`src/sv/ffba_pkg.sv`:
```
// ----------------------------------------------------------------------------
// ffba_pkg
// Shared types, codes and defaults for the first-fit block allocator.
// ----------------------------------------------------------------------------
package ffba_pkg;

  // Field widths fixed by the interface
  localparam int OFS_W    = 23;
  localparam int ADDR_W   = 32;
  localparam int RANK_W   = 11;   // holds a free count up to 1024 entries
  localparam int CFG_IX_W = 8;
  localparam int CFG_D_W  = 32;

  // Defaults for the top-level parameters
  localparam int DEF_MAX_BLOCKS  = 64;
  localparam int DEF_ALIGN_BYTES = 8;
  localparam int DEF_MAX_REGION  = 4194304;

  // Register indexes
  localparam logic [CFG_IX_W-1:0] REG_BASE = 8'd0;
  localparam logic [CFG_IX_W-1:0] REG_SIZE = 8'd1;

  // Operation codes
  localparam logic OP_ALLOC = 1'b0;
  localparam logic OP_FREE  = 1'b1;

  typedef enum logic [2:0] {
    STAT_OK        = 3'd0,
    STAT_NO_SPACE  = 3'd1,
    STAT_TABLE_FUL = 3'd2,
    STAT_UNMAPPED  = 3'd3,
    STAT_NOT_ALLOC = 3'd4
  } stat_t;

  typedef enum logic [3:0] {
    ST_IDLE,
    ST_A_SCAN,
    ST_A_DEC,
    ST_A_UPD,
    ST_F_SCAN,
    ST_F_DEC,
    ST_F_NBR,
    ST_F_MRG,
    ST_F_UPD,
    ST_OUT
  } st_t;

  // One block table entry, as held by a cell
  typedef struct packed {
    logic              used;
    logic              free;
    logic              async;
    logic [RANK_W-1:0] rank;
    logic [OFS_W-1:0]  start;
    logic [OFS_W-1:0]  size;
  } entry_t;

  // Control from the sequencer to every cell
  typedef struct packed {
    logic             shift;
    logic             init;
    logic [OFS_W-1:0] init_size;
  } cell_ctl_t;

endpackage

```
`src/sv/ffba_cell.sv`:
```
// ----------------------------------------------------------------------------
// ffba_cell
// One block table entry in the rotating chain; takes its neighbour's entry
// on every shift and reloads the empty table on init.
// ----------------------------------------------------------------------------
module ffba_cell import ffba_pkg::*; #(
  parameter bit HEAD = 1'b0
) (
  input  logic      clk,
  input  logic      rst_n,
  input  cell_ctl_t ctl,
  input  entry_t    d,
  output entry_t    q
);

  entry_t ent_r;
  entry_t init_val;
  entry_t rst_val;

  // Empty table: the head entry is one free block covering the region
  always_comb begin
    init_val       = '0;
    init_val.used  = HEAD;
    init_val.free  = HEAD;
    init_val.size  = HEAD ? ctl.init_size : '0;
  end

  // Reset: the empty table over an unmapped region
  always_comb begin
    rst_val      = init_val;
    rst_val.size = '0;
  end

  always_ff @(posedge clk) begin
    if (!rst_n) begin
      ent_r <= rst_val;
    end else if (ctl.init) begin
      ent_r <= init_val;
    end else if (ctl.shift) begin
      ent_r <= d;
    end
  end

  assign q = ent_r;

endmodule

```
`config.mk`:
```
export PLATFORM = sky130hd
export DESIGN_NAME = ffba_cell
export DESIGN_NICKNAME = d
export VERILOG_FILES = /design/src/sv/ffba_pkg.sv /design/src/sv/ffba_cell.sv
export SDC_FILE = /design/constraint.sdc
export NUM_CORES = 1
export LEC_CHECK = 0
export ABC_AREA = 1
export BUFFER_PORTS_ARGS = -buffer_cell sky130_fd_sc_hd__buf_2
export CORE_ASPECT_RATIO = 1.25
export CORE_MARGIN = 3
export CORE_UTILIZATION = 25
export CTS_CLUSTER_SIZE = 12
export DETAILED_ROUTE_END_ITERATION = 12
export PLACE_DENSITY_LB_ADDON = 0.12
export SYNTH_ARGS = -nofsm -noshare
export SYNTH_HDL_FRONTEND = slang
export SYNTH_SLANG_ARGS = --single-unit
export TNS_END_PERCENT = 20
```
`constraint.sdc`:
```
create_clock -name clk -period 1 [get_ports clk]
set_input_delay 0.2 -clock clk [delete_from_list [all_inputs] [get_ports clk]]
set_output_delay 0.2 -clock clk [all_outputs]
set_load 0.005 [all_outputs]
```
Yosys cells after proc, flatten, opt, wreduce, memory -nomap -nowiden
Cells that the tools add are included.
{"block": "totals", "output_inout_bits": 60, "ff_bits": 60, "word_cells": 8, "input_bits": 87}
{"block": "op_classes", "reduce_logical": 1, "bitwise_logic": 1}
{"op": "$reduce_or A2 Y1", "count": 1}
{"op": "$not A1 Y1", "count": 1}

Longest topological paths before layout
{"block": "depth", "ltp_word": 2, "ltp_mapped": 5, "ltp_nobuf": 3}

Least setup slack after synthesis
No wires, ideal clock.
{"block": "synth_timing", "kind": "input-to-reg", "from": "input port ctl[24] (netlist name)", "to": "register ent_r (netlist bit q[11])", "t_required_ps": 875, "cell_stages": 5, "setup_time_ps": 125, "setup_slack_ps": 246, "path_buffers": 2, "arrival_ps": 629, "path_cell_list": "buf_6 > inv_12 > buf_12 > nand2_2 > a21oi_2"}
{"element": "from (decl)", "line": "ffba_cell.sv:11", "rtl": "input cell_ctl_t ctl,"}
{"element": "to (signal assigned)", "line": "ffba_cell.sv:36", "rtl": "ent_r <= rst_val;"}
{"element": "to (signal assigned)", "line": "ffba_cell.sv:38", "rtl": "ent_r <= init_val;"}
{"element": "to (decl)", "line": "ffba_cell.sv:16", "rtl": "entry_t ent_r;"}

Worst setup path after layout
{"block": "layout_timing", "from": "register ent_r (netlist bit q[52])", "to": "output port q[52] (netlist name)"}
{"element": "to (decl)", "line": "ffba_cell.sv:13", "rtl": "output entry_t q"}
No word-level cell between the ends.

==> out/metrics.cfg <==
[run_status]
outcome = completed

[logic_synthesis]
synth_seq_cells = 60
syn-num-nets = 349
netlist_area_um2 = 2422
syn_area_per_cell_um2 = 9.246
syn_inst = 262
ys_types = 10
synth_area_leaders = dfxtp_1 (50%), nand2_1 (14%), a21oi_2 (14%)
synth_warnings = 0
synth_top_cell_by_area = dfxtp_1
yosysSeqAreaShare = 0.4959
yosys.area.top_type_share = 0.4959

[critical_path]
r2r_setup_slack_ps = 350
crit_path_top_delay_cell = dfxtp_1
cp-end-kind = output pin
critical_path_arrival_ps = 770
rr_startpoint = q[48]
path_buf_inv = 1
cp_slowest_stage_delay_ps = 330
crit_chain = buf_2
required_ps = 800
criticalPathCategory = flop to output pin
r2r_cells = 3
worstReg2RegEnd = q[48]
cp_top_family = flip-flops
cp-start-kind = flop
cp_max_fo = 2
worstSetupPathDepth = 1

[pwr]
p_leak_nw = 1.567
power_density_nw_per_um2 = 1686
finalPower_mw = 5.863
ir_worst_vdd_mv = 0.6940

[hold_path]
min_to = q[53]
min_path_cells = 3
hp-start = d[53]
hold_class = input port to flop

[floorplan]
die_y_um = 116.1
initial_core_util = 0.2613
rows = 39
ios = 147
die-width_um = 94.04
die_area_um2 = 10910
core_um2 = 9271

[final_layout]
nNetsFinal = 476
largest_reg_flops = 60
final_util = 0.3752
diodes = 0
fill_cells = 1001
syn2layout_area_growth_pct = 43.60
layout-drive-gt1-share = 0.6514

[flow_run]
cap_violations = 0

[cts]
clk_pin_slew_ps = 50
clk_latency_ps = 310
cts_tree = built
clkSinkCount = 60
hold_buffers = 0
cts_root_buf = clkbuf_16
cts-buffers-inserted = 9
cts_max_path_buffers = 2
h-tree-depth = 3

[sta]
period_needed_ps = 967.5
fin_crit_sh = 0.9675
rsz0062_at_grt = no
hold_violations = 0
skew_ps = 0
tightestPinTransition_ps = 224.9
slew_viol_final = 0
fmax_ghz = 1.034
maxSlewHeadroom = 0.8501
setup_viol_count_final = 0

[route]
vias = 2132
drc = 0
routedWlPerCell_um = 11.80
routed_wirelength_mm = 6.090
vias_per_cell = 4.132
dr.pass1.iters = 4
antenna_left = 0
drt_iter0_drc = 35

[global_route]
grt_first_pass_wirelength_mm = 9.570
antenna_found_initial = 0
grt.met3_usage = 0.04156
top_usage_layer = met2
grt_usage = 0.1139
use_met2 = 0.1876
grt_pass1_vias = 1999
gr-usage-met1 = 0.1306
grt_max_degree = 32
grt.overflow.total = 0

[placement]
place.gp.congestion = 0.6705
dp_hpwl_mm = 4.378
port_buffers = 123

[per-stage QoR]
step	instance area [µm²]	TNS, ps	hold slack [ps]	worst slack [ps]	instances
floorplan	2422	0	340.5	246.5	262
finish	3478	0	127.3	32.49	516
detailed placement	3128	-381.3	448.9	-33.47	500
global placement	3128	-68.00	444.4	-11.09	500
global route	3478	0	120.9	0.5103	516
CTS	3407	0	120.6	0.2106	515
[logic make-up after synthesis]
family / share of synthesized area
flops: 0.4959
compound gates: 0.1829
simple gates: 0.2185
buf+inv: 0.1028
[cells in the mapped netlist (all sizes together)]
master  instances
dfxtp          60
a21oi          60
inv             2
buf            19
nand2         121
[cell type report]
type | instances | area [µm²] | share of cell area
clock buffers | 13 | 260.3 | 0.07482
clock inverters | 2 | 10.01 | 0.002878
inverters | 2 | 20.02 | 0.005755
multi-input cells | 181 | 979.7 | 0.2817
flip-flops and latches | 60 | 1249 | 0.3590
well taps | 123 | 153.9 | 0.04424
repair buffers | 135 | 805.8 | 0.2317
[cell usage in the layout, fill, tap and decap left out]
| cell type | instances |
|---|---|
| a21oi_1 | 22 |
| a21oi_2 | 38 |
| buf_12 | 6 |
| buf_2 | 119 |
| buf_4 | 6 |
| buf_6 | 4 |
| clkbuf_1 | 2 |
| clkbuf_16 | 9 |
| clkbuf_8 | 2 |
| clkinv_2 | 2 |
| dfxtp_1 | 22 |
| dfxtp_2 | 38 |
| inv_1 | 1 |
| inv_12 | 1 |
| nand2_1 | 90 |
| nand2_2 | 30 |
| nand2_4 | 1 |
[worst max-delay path by stage]
stage	start	end	slack, ps
6_report	q[52]	q[52]	30
5_1_grt	q[50]	q[50]	0.5
4_1_cts	q[46]	q[46]	0.2
3_5_place_dp	ctl[24]	q[49]	-30
3_3_place_gp	ctl[24]	q[49]	-10
2_1_floorplan	ctl[24]	q[11]	250
[per-layer routing]
| layer | vias up | wire length [µm] |
|---|---|---|
| met5 | - | 0 |
| met4 | 0 | 117 |
| met2 | 68 | 2975 |
| li1 | 1085 | - |
| met1 | 970 | 2561 |
| met3 | 9 | 436 |
[report_power, final]
group          leakage, nW  switching [mW]  internal [mW]  total, mW
clock network        0.135           0.973           1.79       2.76
registers            0.506          0.0413           2.48       2.52
logic                0.925           0.302          0.280      0.583
[repair_timing]
action | CTS | global route
setup buffers | 0 | 1
gates resized for setup | 7 | 35
hold endpoints to repair | 0 | 0
endpoints found under the setup margin | 7 | 34
No activity file was read; power rests on OpenSTA's default activity.
