==> src/sv/ffba_pkg.sv <==
// ----------------------------------------------------------------------------
// ffba_pkg
// Shared types, codes and defaults for the first-fit block allocator.
// ----------------------------------------------------------------------------
package ffba_pkg;

  // Field widths fixed by the interface
  localparam int OFS_W    = 23;
  localparam int ADDR_W   = 32;
  localparam int RANK_W   = 11;   // holds a free count up to 1024 entries
  localparam int CFG_IX_W = 8;
  localparam int CFG_D_W  = 32;

  // Defaults for the top-level parameters
  localparam int DEF_MAX_BLOCKS  = 64;
  localparam int DEF_ALIGN_BYTES = 8;
  localparam int DEF_MAX_REGION  = 4194304;

  // Register indexes
  localparam logic [CFG_IX_W-1:0] REG_BASE = 8'd0;
  localparam logic [CFG_IX_W-1:0] REG_SIZE = 8'd1;

  // Operation codes
  localparam logic OP_ALLOC = 1'b0;
  localparam logic OP_FREE  = 1'b1;

  typedef enum logic [2:0] {
    STAT_OK        = 3'd0,
    STAT_NO_SPACE  = 3'd1,
    STAT_TABLE_FUL = 3'd2,
    STAT_UNMAPPED  = 3'd3,
    STAT_NOT_ALLOC = 3'd4
  } stat_t;

  typedef enum logic [3:0] {
    ST_IDLE,
    ST_A_SCAN,
    ST_A_DEC,
    ST_A_UPD,
    ST_F_SCAN,
    ST_F_DEC,
    ST_F_NBR,
    ST_F_MRG,
    ST_F_UPD,
    ST_OUT
  } st_t;

  // One block table entry, as held by a cell
  typedef struct packed {
    logic              used;
    logic              free;
    logic              async;
    logic [RANK_W-1:0] rank;
    logic [OFS_W-1:0]  start;
    logic [OFS_W-1:0]  size;
  } entry_t;

  // Control from the sequencer to every cell
  typedef struct packed {
    logic             shift;
    logic             init;
    logic [OFS_W-1:0] init_size;
  } cell_ctl_t;

endpackage

==> src/sv/ffba_ctrl.sv <==
// ----------------------------------------------------------------------------
// ffba_ctrl
// Sequencer: watches the entry at the head of the chain, rewrites it as it
// passes, and keeps the request, scan results and output beat.
// ----------------------------------------------------------------------------
module ffba_ctrl import ffba_pkg::*; #(
  parameter int MAX_BLOCKS  = DEF_MAX_BLOCKS,
  parameter int ALIGN_BYTES = DEF_ALIGN_BYTES,
  parameter int MAX_REGION  = DEF_MAX_REGION
) (
  input  logic                clk,
  input  logic                rst_n,
  input  logic                in_tvalid,
  output logic                in_tready,
  input  logic [79:0]         in_tdata,
  input  logic                in_tuser,
  output logic                out_tvalid,
  input  logic                out_tready,
  output logic [63:0]         out_tdata,
  input  logic                cfg_valid,
  output logic                cfg_ready,
  input  logic [CFG_IX_W-1:0] cfg_index,
  input  logic [CFG_D_W-1:0]  cfg_data,
  input  entry_t              head,
  output entry_t              wb,
  output cell_ctl_t           ctl
);

  localparam int CW = (MAX_BLOCKS > 1) ? $clog2(MAX_BLOCKS) : 1;
  localparam logic [CW-1:0]     CNT_LAST = CW'(MAX_BLOCKS - 1);
  localparam logic [OFS_W:0]    AL_M1    = (OFS_W+1)'(ALIGN_BYTES - 1);
  localparam logic [OFS_W+1:0]  AL_MIN   = (OFS_W+2)'(ALIGN_BYTES);
  localparam logic [OFS_W-1:0]  REG_MAX  = OFS_W'(MAX_REGION);

  st_t state_r, state_nxt;
  logic [CW-1:0] cnt_r;
  logic          last;

  logic [ADDR_W-1:0] base_r;
  logic [OFS_W-1:0]  rsize_r;
  logic [RANK_W-1:0] fc_r;

  logic [OFS_W+1:0]  req_r;
  logic              async_r;
  logic [ADDR_W-1:0] addr_r;

  // allocate scan results
  logic              found_r;
  logic [RANK_W-1:0] brank_r;
  logic [OFS_W-1:0]  bstart_r, bsize_r;
  logic              spare_r, spare_done_r;

  // free scan results
  logic [OFS_W-1:0]  fstart_r, fsize_r;
  logic              fasync_r;
  logic [OFS_W:0]    fend_r;
  logic              nfree_r, pfree_r;
  logic [OFS_W-1:0]  nsize_r, pstart_r, psize_r;
  logic [RANK_W-1:0] nrank_r, prank_r;
  logic [OFS_W-1:0]  mstart_r, msize_r;
  logic [RANK_W-1:0] mrank_r;

  // result beat
  stat_t             rstat_r;
  logic [ADDR_W-1:0] raddr_r;
  logic [OFS_W-1:0]  rsz_r;
  logic              rwas_r;
  logic              out_valid_r;
  logic [63:0]       out_data_r;

  logic in_acc, cfg_acc, out_load;
  logic [OFS_W:0]   al_d, al_o;
  logic [OFS_W+1:0] req_sum, req_val;
  logic             split;
  logic             h_pick, h_fit, h_match, h_next, h_prev, h_blk;
  logic [OFS_W:0]   h_end;
  logic [RANK_W-1:0] dec_n, dec_p;

  assign last     = (cnt_r == CNT_LAST);
  assign in_acc   = in_tvalid && in_tready;
  assign cfg_acc  = cfg_valid && cfg_ready;
  assign out_load = (state_r == ST_OUT) && (!out_valid_r || out_tready);

  // Round both sizes up to the alignment and add, at least one unit
  assign al_d    = ({1'b0, in_tdata[22:0]}  + AL_M1) & ~AL_M1;
  assign al_o    = ({1'b0, in_tdata[45:23]} + AL_M1) & ~AL_M1;
  assign req_sum = {1'b0, al_d} + {1'b0, al_o};
  assign req_val = (req_sum < AL_MIN) ? AL_MIN : req_sum;

  // Head entry tests
  assign split   = (bsize_r != req_r[OFS_W-1:0]);
  assign h_fit   = head.used && head.free && ({2'b0, head.size} >= req_r);
  assign h_pick  = head.used && head.free && (head.rank == brank_r);
  assign h_match = head.used && !head.free &&
                   ((base_r + ADDR_W'(head.start)) == addr_r);
  assign h_end   = {1'b0, head.start} + {1'b0, head.size};
  assign h_next  = head.used && ({1'b0, head.start} == fend_r);
  assign h_prev  = head.used && (h_end == {1'b0, fstart_r});
  assign h_blk   = head.used && !head.free && (head.start == fstart_r);
  assign dec_n   = RANK_W'(nfree_r && (head.rank > nrank_r));
  assign dec_p   = RANK_W'(pfree_r && (head.rank > prank_r));

  // Next state
  always_comb begin
    state_nxt = state_r;
    unique case (state_r)
      ST_IDLE: begin
        if (in_acc) begin
          if (rsize_r == '0) state_nxt = ST_OUT;
          else if (in_tuser == OP_FREE) state_nxt = ST_F_SCAN;
          else state_nxt = ST_A_SCAN;
        end
      end
      ST_A_SCAN: if (last) state_nxt = ST_A_DEC;
      ST_A_DEC: begin
        if (!found_r || (split && !spare_r)) state_nxt = ST_OUT;
        else state_nxt = ST_A_UPD;
      end
      ST_A_UPD:  if (last) state_nxt = ST_OUT;
      ST_F_SCAN: if (last) state_nxt = ST_F_DEC;
      ST_F_DEC:  state_nxt = found_r ? ST_F_NBR : ST_OUT;
      ST_F_NBR:  if (last) state_nxt = ST_F_MRG;
      ST_F_MRG:  state_nxt = ST_F_UPD;
      ST_F_UPD:  if (last) state_nxt = ST_OUT;
      ST_OUT:    if (out_load) state_nxt = ST_IDLE;
      default:   state_nxt = ST_IDLE;
    endcase
  end

  // Outputs: handshakes, chain control and write-back of the head entry
  always_comb begin
    in_tready     = (state_r == ST_IDLE);
    cfg_ready     = (state_r == ST_IDLE);
    ctl.init      = cfg_acc && (cfg_index == REG_SIZE);
    ctl.init_size = (cfg_data[OFS_W-1:0] > REG_MAX) ? REG_MAX : cfg_data[OFS_W-1:0];
    ctl.shift     = (state_r == ST_A_SCAN) || (state_r == ST_A_UPD) ||
                    (state_r == ST_F_SCAN) || (state_r == ST_F_NBR) ||
                    (state_r == ST_F_UPD);
    wb = head;
    unique case (state_r)
      ST_A_UPD: begin
        priority if (h_pick) begin
          wb.free  = 1'b0;
          wb.async = async_r;
          wb.size  = req_r[OFS_W-1:0];
          wb.rank  = '0;
        end else if (!head.used && split && !spare_done_r) begin
          wb.used  = 1'b1;
          wb.free  = 1'b1;
          wb.async = 1'b0;
          wb.start = bstart_r + req_r[OFS_W-1:0];
          wb.size  = bsize_r - req_r[OFS_W-1:0];
          wb.rank  = fc_r - RANK_W'(1);
        end else if (head.used && head.free && (head.rank > brank_r)) begin
          wb.rank  = head.rank - RANK_W'(1);
        end else begin
          wb = head;
        end
      end
      ST_F_UPD: begin
        priority if (nfree_r && h_next) begin
          wb = '0;
        end else if (h_blk) begin
          if (pfree_r) begin
            wb = '0;
          end else begin
            wb.free  = 1'b1;
            wb.async = 1'b0;
            wb.size  = msize_r;
            wb.rank  = mrank_r;
          end
        end else if (pfree_r && head.used && head.free && (head.start == pstart_r)) begin
          wb.size = msize_r;
          wb.rank = mrank_r;
        end else if (head.used && head.free) begin
          wb.rank = head.rank - dec_n - dec_p;
        end else begin
          wb = head;
        end
      end
      default: wb = head;
    endcase
  end

  // State, pass counter and configuration
  always_ff @(posedge clk) begin
    if (!rst_n) begin
      state_r <= ST_IDLE;
      cnt_r   <= '0;
      base_r  <= '0;
      rsize_r <= '0;
      fc_r    <= RANK_W'(1);
    end else begin
      state_r <= state_nxt;
      if (ctl.shift) cnt_r <= last ? '0 : cnt_r + CW'(1);
      if (cfg_acc && (cfg_index == REG_BASE)) base_r <= cfg_data;
      if (ctl.init) begin
        rsize_r <= ctl.init_size;
        fc_r    <= RANK_W'(1);
      end
      if ((state_r == ST_A_UPD) && last && !split) fc_r <= fc_r - RANK_W'(1);
      if ((state_r == ST_F_UPD) && last) fc_r <= mrank_r + RANK_W'(1);
    end
  end

  // Request capture and scan bookkeeping
  always_ff @(posedge clk) begin
    unique case (state_r)
      ST_IDLE: begin
        if (in_acc) begin
          req_r    <= req_val;
          async_r  <= in_tdata[46];
          addr_r   <= in_tdata[78:47];
          found_r  <= 1'b0;
          spare_r  <= 1'b0;
          rstat_r  <= STAT_UNMAPPED;
          raddr_r  <= '0;
          rsz_r    <= '0;
          rwas_r   <= 1'b0;
        end
      end
      ST_A_SCAN: begin
        if (!head.used) spare_r <= 1'b1;
        if (h_fit && (!found_r || (head.rank < brank_r))) begin
          found_r  <= 1'b1;
          brank_r  <= head.rank;
          bstart_r <= head.start;
          bsize_r  <= head.size;
        end
      end
      ST_A_DEC: begin
        spare_done_r <= 1'b0;
        rstat_r <= !found_r ? STAT_NO_SPACE : STAT_TABLE_FUL;
      end
      ST_A_UPD: begin
        if (!head.used && split) spare_done_r <= 1'b1;
        if (last) begin
          rstat_r <= STAT_OK;
          raddr_r <= base_r + ADDR_W'(bstart_r);
          rsz_r   <= req_r[OFS_W-1:0];
        end
      end
      ST_F_SCAN: begin
        if (h_match) begin
          found_r  <= 1'b1;
          fstart_r <= head.start;
          fsize_r  <= head.size;
          fasync_r <= head.async;
        end
      end
      ST_F_DEC: begin
        fend_r  <= {1'b0, fstart_r} + {1'b0, fsize_r};
        nfree_r <= 1'b0;
        pfree_r <= 1'b0;
        rstat_r <= STAT_NOT_ALLOC;
      end
      ST_F_NBR: begin
        if (h_next) begin
          nfree_r <= head.free;
          nsize_r <= head.size;
          nrank_r <= head.rank;
        end
        if (h_prev) begin
          pfree_r  <= head.free;
          pstart_r <= head.start;
          psize_r  <= head.size;
          prank_r  <= head.rank;
        end
      end
      ST_F_MRG: begin
        mstart_r <= pfree_r ? pstart_r : fstart_r;
        msize_r  <= (pfree_r ? psize_r : '0) + fsize_r + (nfree_r ? nsize_r : '0);
        mrank_r  <= fc_r - RANK_W'(nfree_r) - RANK_W'(pfree_r);
      end
      ST_F_UPD: begin
        if (last) begin
          rstat_r <= STAT_OK;
          raddr_r <= base_r + ADDR_W'(mstart_r);
          rsz_r   <= msize_r;
          rwas_r  <= fasync_r;
        end
      end
      default: ;
    endcase
  end

  // Output beat: hold until taken
  always_ff @(posedge clk) begin
    if (!rst_n) begin
      out_valid_r <= 1'b0;
    end else if (out_load) begin
      out_valid_r <= 1'b1;
    end else if (out_tready) begin
      out_valid_r <= 1'b0;
    end
  end

  always_ff @(posedge clk) begin
    if (out_load) out_data_r <= {5'b0, rwas_r, rsz_r, raddr_r, rstat_r};
  end

  assign out_tvalid = out_valid_r;
  assign out_tdata  = out_data_r;

  // Checks
  a_fc_bound: assert property (@(posedge clk) disable iff (!rst_n)
    fc_r <= RANK_W'(MAX_BLOCKS))
    else $error("free count beyond table depth");

  a_idle_cnt: assert property (@(posedge clk) disable iff (!rst_n)
    state_r == ST_IDLE |-> cnt_r == '0)
    else $error("pass counter not parked while idle");

  a_load_valid: assert property (@(posedge clk) disable iff (!rst_n)
    out_load |=> out_valid_r)
    else $error("result beat lost");

  a_ok_size: assert property (@(posedge clk) disable iff (!rst_n)
    (out_valid_r && (out_data_r[2:0] == STAT_OK)) |-> (out_data_r[57:35] != '0))
    else $error("granted or merged block of zero size");

endmodule

==> config.mk <==
export PLATFORM = sky130hd
export DESIGN_NAME = ffba_ctrl
export DESIGN_NICKNAME = d
export VERILOG_FILES = /design/src/sv/ffba_pkg.sv /design/src/sv/ffba_ctrl.sv
export SDC_FILE = /design/constraint.sdc
export NUM_CORES = 1
export LEC_CHECK = 0
export BUFFER_PORTS_ARGS = -buffer_cell sky130_fd_sc_hd__buf_2
export CORE_MARGIN = 2
export CORE_UTILIZATION = 30
export DETAILED_ROUTE_END_ITERATION = 12
export MAX_ROUTING_LAYER = met4
export PLACE_DENSITY = 0.49
export SYNTH_ARGS = -nofsm -noshare
export SYNTH_HDL_FRONTEND = slang
export SYNTH_SLANG_ARGS = --single-unit
==> constraint.sdc <==
create_clock -name clk -period 7.6 [get_ports clk]
set_input_delay 1.14 -clock clk [delete_from_list [all_inputs] [get_ports clk]]
set_output_delay 1.14 -clock clk [all_outputs]
set_load 0.1 [all_outputs]
======== Word-level counts from Yosys, hierarchy flattened ========
Index checks and enable logic that the tools add are counted.
operators by class
  $add $sub $neg .......................... 20
  $lt $le $gt $ge ......................... 7
  equal/unequal tests ..................... 32
  muxes and demuxes ....................... 63
  reduce and logical (&&, ||, !) cells .... 68
operator list
  cell                                                                           number
  23-bit two-way mux                                                             12
  60-bit two-way mux                                                             3
  60-bit case mux with 2 select lines                                            1
  32-bit by 23-bit adder with 32-bit output                                      3
  32-bit two-way mux                                                             3
  32-bit case mux with 3 select lines                                            1
  23-bit adder                                                                   3
  23-bit case mux with 3 select lines                                            1
  11-bit two-way mux                                                             6
  23-bit by 23-bit adder with 24-bit output                                      2
  23-bit by 3-bit adder with 24-bit output, second input constant                2
  23-bit equality test                                                           2
  11-bit by 1-bit subtractor with 11-bit output                                  4
  4-bit two-way mux                                                              9
  4-bit case mux with 9 select lines                                             1
  11-bit > comparator                                                            3
  32-bit equality test                                                           1
  1-bit logical AND                                                              27
  13-bit two-way mux                                                             2
  24-bit by 24-bit adder with 25-bit output                                      1
  23-bit by 25-bit greater-or-equal comparator with 1-bit output                 1
  25-bit by 4-bit less-than comparator with 1-bit output, second input constant  1
  23-bit by 24-bit equality test with 1-bit output                               1
  24-bit by 23-bit equality test with 1-bit output                               1
  other kinds (36)                                                               99
storage, ports and cells
  bits in registers ....................... 534
  input bits .............................. 186
  output and inout bits ................... 152
  logic and storage cells ................. 224

======== Logic depth before layout (Yosys ltp) ========
Gate-level depths: netlist of the first run.
  depth after elaboration ................. 9
  mapped depth ............................ 22
  mapped depth without buffers ............ 22

======== Least setup slack after synthesis of the first run ========
No wires, ideal clock.
  kind .................................... input -> output
  start point ............................. input head[46] in the netlist's numbering
  end point ............................... output wb[52] in the netlist's numbering
  arrival ................................. 6363 ps
  required time ........................... 6460 ps
  slack ................................... 97 ps
  stages on the path ...................... 11
  cell sequence ........................... inv_1 > ha_1 > nor2b_1 > o21ai_0 > a21oi_1 > o31ai_1 > a211oi_1 > nand2_1 > nor3_1 > xnor2_1 > o311ai_0
RTL lines
  element             line             text
  start: declaration  ffba_ctrl.sv:24  input entry_t head,
  end: declaration    ffba_ctrl.sv:25  output entry_t wb,

==> flow_summary_export.csv, run 1 <==
group,metric,value,unit
run_status,run_status,"complete, no violations",
die,ios,338,
global_route,grt_pass1_vias,25600,
final_layout,finish.utilization,35.3,%
die,coreArea,111000,sq um
logic_synthesis,synth-seq-cells,531,
final_layout,layout_common_cells,"edfxtp_1 (454), nand2_1 (343), buf_2 (331)",
logic_synthesis,synth_seq_area_share,45.2,%
final_layout,finalInstanceArea,39200,sq um
clock_network,numCtsBuffers,60,
logic_synthesis,ys_types,94,
pwr,vdd_drop_max,212,uV
critical_path,worstPathCellList,"buf_2, ha_1, nor2b_1, o21a_1, o21a_1, o21ai_0, nand2b_1, a21oi_1, nor2b_1, o21ai_0, a21oi_1, o31ai_1, fa_1, ha_1, nor4b_1, buf_4, nand2_1, nor3_1, xor2_1, a22o_1, a22oi_1, nand2_1, buf_2",
final_layout,area_growth,16.5,%
clock_network,cts_resized,0,
logic_synthesis,synthCells,3291,
logic_synthesis,synth-edff-count,454,
flow_run,cap_violations,0,
critical_path,critPathLaunchType,"input port",
critical_path,reg2regPathDepth,16,
global_route,grtUsageTotal,21.0,%
logic_synthesis,async_reset_ff_share,0,%
global_route,overflow,0,
min_path,min_path_cells,0,
routing,drc_errors,0,
pwr,powerDensity,266,nW/um^2
die,start_util,30.3,%
critical_path,arrival,5560,ps
die,die_area,115000,sq um
critical_path,end_kind,"output port",
clock_network,insertion_delay,650,ps
place,place_area,37100,sq um
final_layout,fillerInstances,11400,
timing,max_freq,149,MHz
clock_network,clockBufferDepth,3,
min_path,hold_class,"reg2reg",
critical_path,critical_path_class,"in2out",
global_route,grt_pass1_wl,175000,microns
die,fp-row-count,122,
timing,min_period_over_period,88.2,%
timing,skew,21.6,ps
routing,antenna_left,0,
logic_synthesis,syn_area,33600,sq um
critical_path,slowest_delay,520,ps
global_route,antenna_found_initial,13,
critical_path,slowest_stage,"fa_1",
routing,drt_iter0_markers,2307,
clock_network,cts_root_buf,"clkbuf_16",
timing,finalSetupViolations,0,
critical_path,crit_required,6460,ps
place,post-place-ws,844,ps
routing,dr.pass1.iters,6,
timing,setup_slack,896,ps
place,gp_congestion,0.942,
clock_network,cts.reportedPaths.clkPinSlew,60,ps
place,dp_hpwl,93900,microns
final_layout,nNetsFinal,4080,
die,die_w,339,microns
final_layout,drive_above_1_share,14.8,%
global_route,grt_max_degree,58,
place,port_buffers,331,
timing,tightest_slew,1020,ps
timing,relSlewSlack,32.2,%
routing,vias,26600,
die,die_h,339,microns
routing,avgViaCountPerCell,5.15,
clock_network,postCtsSetupRepairBufs,0,
clock_network,clock-sinks,531,
final_layout,final_common_cell,"edfxtp_1",
timing,rsz0062_at_grt,"false",
clock_network,htreeDepth,2,
logic_synthesis,synth_flop_cell,"edfxtp_1",
logic_synthesis,synth_area_per_cell,10.2,sq um
pwr,leakage,0.0154,uW
routing,routedWlPerCell,23.3,microns
logic_synthesis,ys_warn_count,0,
clock_network,cts_tree,"yes",
clock_network,cts_hold_buffers,0,
critical_path,critPathMaxFanout,14,
timing,finalCriticalPeriod,6700,ps
timing,hold_viol_final,0,
timing,final-max-slew-violation-count,0,
timing,fin_setup_tns,0,ps
routing,wirelength,121000,microns
where the power goes:
group / leakage, uW / internal, uW / switching, uW / total, uW
Sequential: 0.00478 / 3640 / 185 / 3820
Clock: 0.000978 / 1760 / 1250 / 3010
Combinational: 0.00968 / 824 / 2780 / 3600
Total: 0.0154 / 6220 / 4210 / 10400
cell families (layout without fill, tap and decap cells):
kind of cell / after synthesis / in the layout / share of synthesized area [%]
and+or+nand+nor: 1077 / 1077 / 15.7
DFF: 531 / 531 / 45.2
AOI/OAI and AO/OA: 766 / 766 / 14.6
muxes: 69 / 69 / 2.16
buffers and inverters: 244 / 626 / 2.86
other: 1 / 13 / 0.0112
adders and majority gates: 267 / 267 / 10.7
xor gates and xnor gates: 336 / 336 / 8.84
per-layer routing:
metal	vias up	global-route usage (%)	part of all wire, %
met5	-	-	0
met4	0	4.19	1.9
met3	119	2.59	5.3
met2	770	33.4	46
met1	13000	28.7	46
li1	12800	-	-
flip-flops by register name (all words and copies together) (netlist names), 24 cells and up:
register   count
base_r        32
fend_r        24
addr_r        32
out_tdata     59
raddr_r       32
path summary, 6_finish.rpt:
| path | from | end | slack (ps) |
|---|---|---|---|
| worst max-delay path | head[47] | wb[55] | 900 |
| worst min-delay path | raddr_r[26] | out_tdata[29] | 410 |
| worst min register to register | raddr_r[26] | out_tdata[29] | 410 |
| worst max register to register | state_r[1] | raddr_r[29] | 2550 |
metrics by stage:
stage               hold WS, ps  cells  total power [uW]
floorplan                   400   3295              6430
global placement            402   5053              7480
detailed placement          405   5053              7480
CTS                         410   5165             10500
global route                419   5172             10900
finish                      413   5173             10400
area by class of cell:
cell class / instances / area [sq um] / area share [%]
repair buffers: 378 / 2020 / 5.16
flip-flops and latches: 531 / 15200 / 38.8
well taps: 1488 / 1860 / 4.76
clock buffers: 71 / 1550 / 3.97
clock inverters: 41 / 454 / 1.16
diodes: 8 / 20.0 / 0.0511
inverters: 136 / 510 / 1.30
multi-input cells: 2520 / 17600 / 44.8
synth_stat cells (all sizes together) (9+ instances only):
cell type,n,area share (%)
nor4,37,0.69
nand2b,34,0.63
a22o,10,0.26
nand3,64,0.95
or2,15,0.28
o221ai,20,0.52
nor4b,9,0.25
edfxtp,454,41
fa,32,1.9
nor2,226,2.5
a21boi,35,0.78
inv,136,1.5
a21o,71,1.6
buf,17,0.28
xor2,139,3.7
a221o,13,0.39
nand2,343,3.8
and2,77,1.4
clkbuf,90,1.0
mux2i,41,1.2
a211oi,26,0.58
or3,21,0.39
and3,33,0.62
nand4,56,1.0
a21oi,220,3.3
or4,14,0.31
o211ai,24,0.54
ha,235,8.8
xnor2,197,5.1
o21a,33,0.74
dfxtp,77,4.6
o21ai,179,2.7
a22oi,15,0.34
nor2b,49,0.93
nor3,67,1.0
mux2,28,0.94
o21bai,16,0.36
a31oi,27,0.50
critical path: cells and delay by family:
kind | cells | cell delay (ps)
xor gates and xnor gates | 1 | 180
and+or+nand+nor | 7 | 880
buffers and inverters | 3 | 890
AOI/OAI and AO/OA | 9 | 1450
adders and majority gates | 3 | 1020
(Power assumes the default switching activity.)
==> run 2: changes to the inputs <==
--- a/config.mk
+++ b/config.mk
@@ -5,6 +5,7 @@
 export SDC_FILE = /design/constraint.sdc
 export NUM_CORES = 1
 export LEC_CHECK = 0
+export ABC_AREA = 1
 export BUFFER_PORTS_ARGS = -buffer_cell sky130_fd_sc_hd__buf_2
 export CORE_MARGIN = 2
 export CORE_UTILIZATION = 30
==> run 2 against run 1 <==
Worst hold slack improved by 2.9 ps. Fmax increased by 12%. Non-clock buffer count decreased by 13. Area after synthesis increased by 8.3%. Sequential share of layout area decreased by 2.7 points. Die area increased by 8.2%. Critical path type unchanged. Clock power increased by 5%. Largest power group unchanged. Power increased by 2.0%. Clock skew decreased by 2.2 ps. Highest routed layer unchanged. First-iteration DRC count increased by 37%. Critical path depth decreased by 5. Cell count increased by 26%.
==> flow_summary_export.csv, run 2 <==
group,metric,value,unit
place,gp_congestion,0.982,
pwr,p_comb_share,34.3,%
logic_synthesis,synth-seq-cells,531,
final_layout,largest_register_ffs,59,
logic_synthesis,muxShareOfSynthArea,0,%
global_route,antenna_found_initial,11,
routing,wirelength,147000,microns
logic_synthesis,ys_types,67,
logic_synthesis,synth_top_area_share,37.5,%
logic_synthesis,synth_flop_cell,"edfxtp_1",
final_layout,fillerInstances,12800,
die,die_area,124000,sq um
clock_network,cts_tree,"yes",
routing,dr.pass1.iters,5,
final_layout,layout_common_cells,"nand2_1 (1058), inv_1 (602), edfxtp_1 (454)",
clock_network,cts_hold_buffers,0,
logic_synthesis,synthSimpleGateAreaFrac,23.6,%
logic_synthesis,synth_seq_area_share,41.7,%
clock_network,htreeDepth,2,
final_layout,final_common_cell,"nand2_1",
logic_synthesis,ys_warn_count,0,
pwr,swShare,41.6,%
final_layout,area_growth,15.9,%
clock_network,cts_resized,0,
critical_path,rr_startpoint,"base_r[0]",
routing,antenna_left,0,
critical_path,reg2regPathDepth,17,
timing,relSlewSlack,25.7,%
pwr,powerDensity,252,nW/um^2
logic_synthesis,synth.most_common_cell,"nand2_1",
die,start_util,30.3,%
pwr,vdd_drop_max,238,uV
min_path,hp-start,"rsz_r[12]",
timing,max_freq,167,MHz
critical_path,crit_required,6460,ps
timing,min_period_over_period,78.6,%
timing,final-max-slew-violation-count,0,
place,port_buffers,331,
logic_synthesis,netlist.top_cell.by_area,"edfxtp_1",
routing,drc_errors,0,
timing,finalCriticalPeriod,5970,ps
timing,skew,19.4,ps
logic_synthesis,synth-xor-area-share,5.23,%
die,ios,338,
clock_network,clockBufferDepth,3,
critical_path,critPathMaxFanout,8,
clock_network,cts_root_buf,"clkbuf_16",
timing,finalSetupViolations,0,
timing,rsz0062_at_grt,"false",
logic_synthesis,synth-edff-count,454,
final_layout,regArea,15200,sq um
critical_path,critPathLaunchType,"input port",
routing,drt_iter0_markers,3153,
flow_run,cap_violations,0,
pwr,p_sw,4430,uW
die,coreArea,120000,sq um
critical_path,arrival,4830,ps
logic_synthesis,synth.area.top_cells,"edfxtp_1 (37%), nand2_1 (11%), ha_1 (8.1%)",
clock_network,postCtsSetupRepairBufs,0,
die,fp-row-count,127,
critical_path,end_kind,"output port",
logic_synthesis,synth_compound_area_share,12.0,%
logic_synthesis,syn_area,36400,sq um
pwr,clkPwrFrac,29.8,%
critical_path,r2r_end,"fsize_r[2]",
run_status,run_status,"complete, no violations",
logic_synthesis,async_reset_ff_share,0,%
global_route,grtUsageTotal,23.7,%
clock_network,numCtsBuffers,61,
clock_network,cts.reportedPaths.clkPinSlew,60,ps
routing,avgViaCountPerCell,5.06,
final_layout,multiInputGateArea,18500,sq um
logic_synthesis,synth_top_family_by_area,"simple AND/OR/NAND/NOR gates",
routing,routedWlPerCell,22.5,microns
timing,tightest_slew,1110,ps
logic_synthesis,ys_top_cells_by_count,"nand2_1 (1058), inv_1 (602), edfxtp_1 (454)",
pwr,pwr-share-seq,35.9,%
critical_path,critical_path_class,"in2out",
clock_network,insertion_delay,680,ps
min_path,hold_class,"reg2reg",
global_route,grt_pass1_wl,213000,microns
timing,fin_setup_tns,0,ps
logic_synthesis,synth-adder-area-share,9.85,%
pwr,internal_power,6210,uW
die,die_h,352,microns
pwr,leakage,0.0187,uW
timing,timing.hold.ws,416,ps
routing,vias,33100,
min_path,min_path_cells,0,
timing,hold_viol_final,0,
final_layout,nNetsFinal,5313,
min_path,whs_endpoint,"out_tdata[47]",
global_route,grt_max_degree,66,
final_layout,drive_above_1_share,11.4,%
pwr,total_power,10600,uW
global_route,overflow,0,
global_route,grt_pass1_vias,31400,
logic_synthesis,synth_area_per_cell,8.04,sq um
clock_network,clock-sinks,531,
logic_synthesis,synthCells,4522,
place,dp_hpwl,116000,microns
critical_path,reg2reg_slack,2840,ps
die,die_w,352,microns
[run 2: how the worst max path moves through the flow]
| stage | start | cells past startpoint | endpoint | slack, ps |
|---|---|---|---|---|
| final | head[46] | 18 | wb[55] | 1630 |
| after global routing | head[46] | 21 | wb[56] | 1200 |
| after CTS | head[46] | 18 | wb[55] | 1620 |
| after detailed placement | head[46] | 18 | wb[55] | 1620 |
| after global placement | head[46] | 18 | wb[55] | 1540 |
| after floorplan | head[48] | 16 | wb[55] | 970 |
[run 2: kinds of logic after synthesis]
family | after synthesis
other | 1
buffers and inverters | 714
and+or+nand+nor | 1999
adders and majority gates | 267
AOI/OAI and AO/OA | 796
DFF | 531
xor gates and xnor gates | 214
[run 2: routing by layer]
metal	wire length, microns	share of wire, %	GRT usage (%)
met1	68800	47	33.2
met2	65500	45	36.7
met3	9320	6.3	2.70
met4	3460	2.4	5.33
met5	0	0	-
[run 2: layout make-up]
cell class                 count  share of cell area (%)
antenna                        8                  0.0475
timing repair buffer         365                    4.57
clock buffer                  76                    3.90
sequential                   531                    36.0
multi-input combinational   3281                    44.0
clock inverter                40                    1.15
inverter                     620                    5.52
tap                         1612                    4.79
[run 2: power groups by stage]
stage               sequential, uW  clock, uW  combinational [uW]
global placement              3880          0                3610
CTS                           3820       3240                3630
floorplan                     3980          0                2360
global route                  3840       3350                3900
detailed placement            3890          0                3620
finish                        3820       3170                3650
[run 2: per-stage QoR]
stage / worst slack (ps) / instance area, sq um / cells / utilization [%]
3_3_place_gp: 1540 / 40000 / 6409 / 33.3
4_1_cts: 1620 / 42100 / 6525 / 35.1
6_report: 1630 / 42100 / 6533 / 35.1
3_5_place_dp: 1620 / 40000 / 6409 / 33.3
2_1_floorplan: 966 / 36400 / 4526 / -
5_1_grt: 1200 / 42100 / 6530 / 35.1
[run 2: critical path, stage by stage]
cell and delay [ps]:
buf_2 210, inv_1 180, ha_1 230, o31ai_1 240
nand3_1 120, o2111ai_1 110, nand3_1 130, fa_1 570
inv_1 50, ha_1 170, nor2_1 100, nand4_1 160
nor2_1 280, nand3_1 130, xor2_1 170, o21ai_0 100
o21ai_0 240, buf_2 490
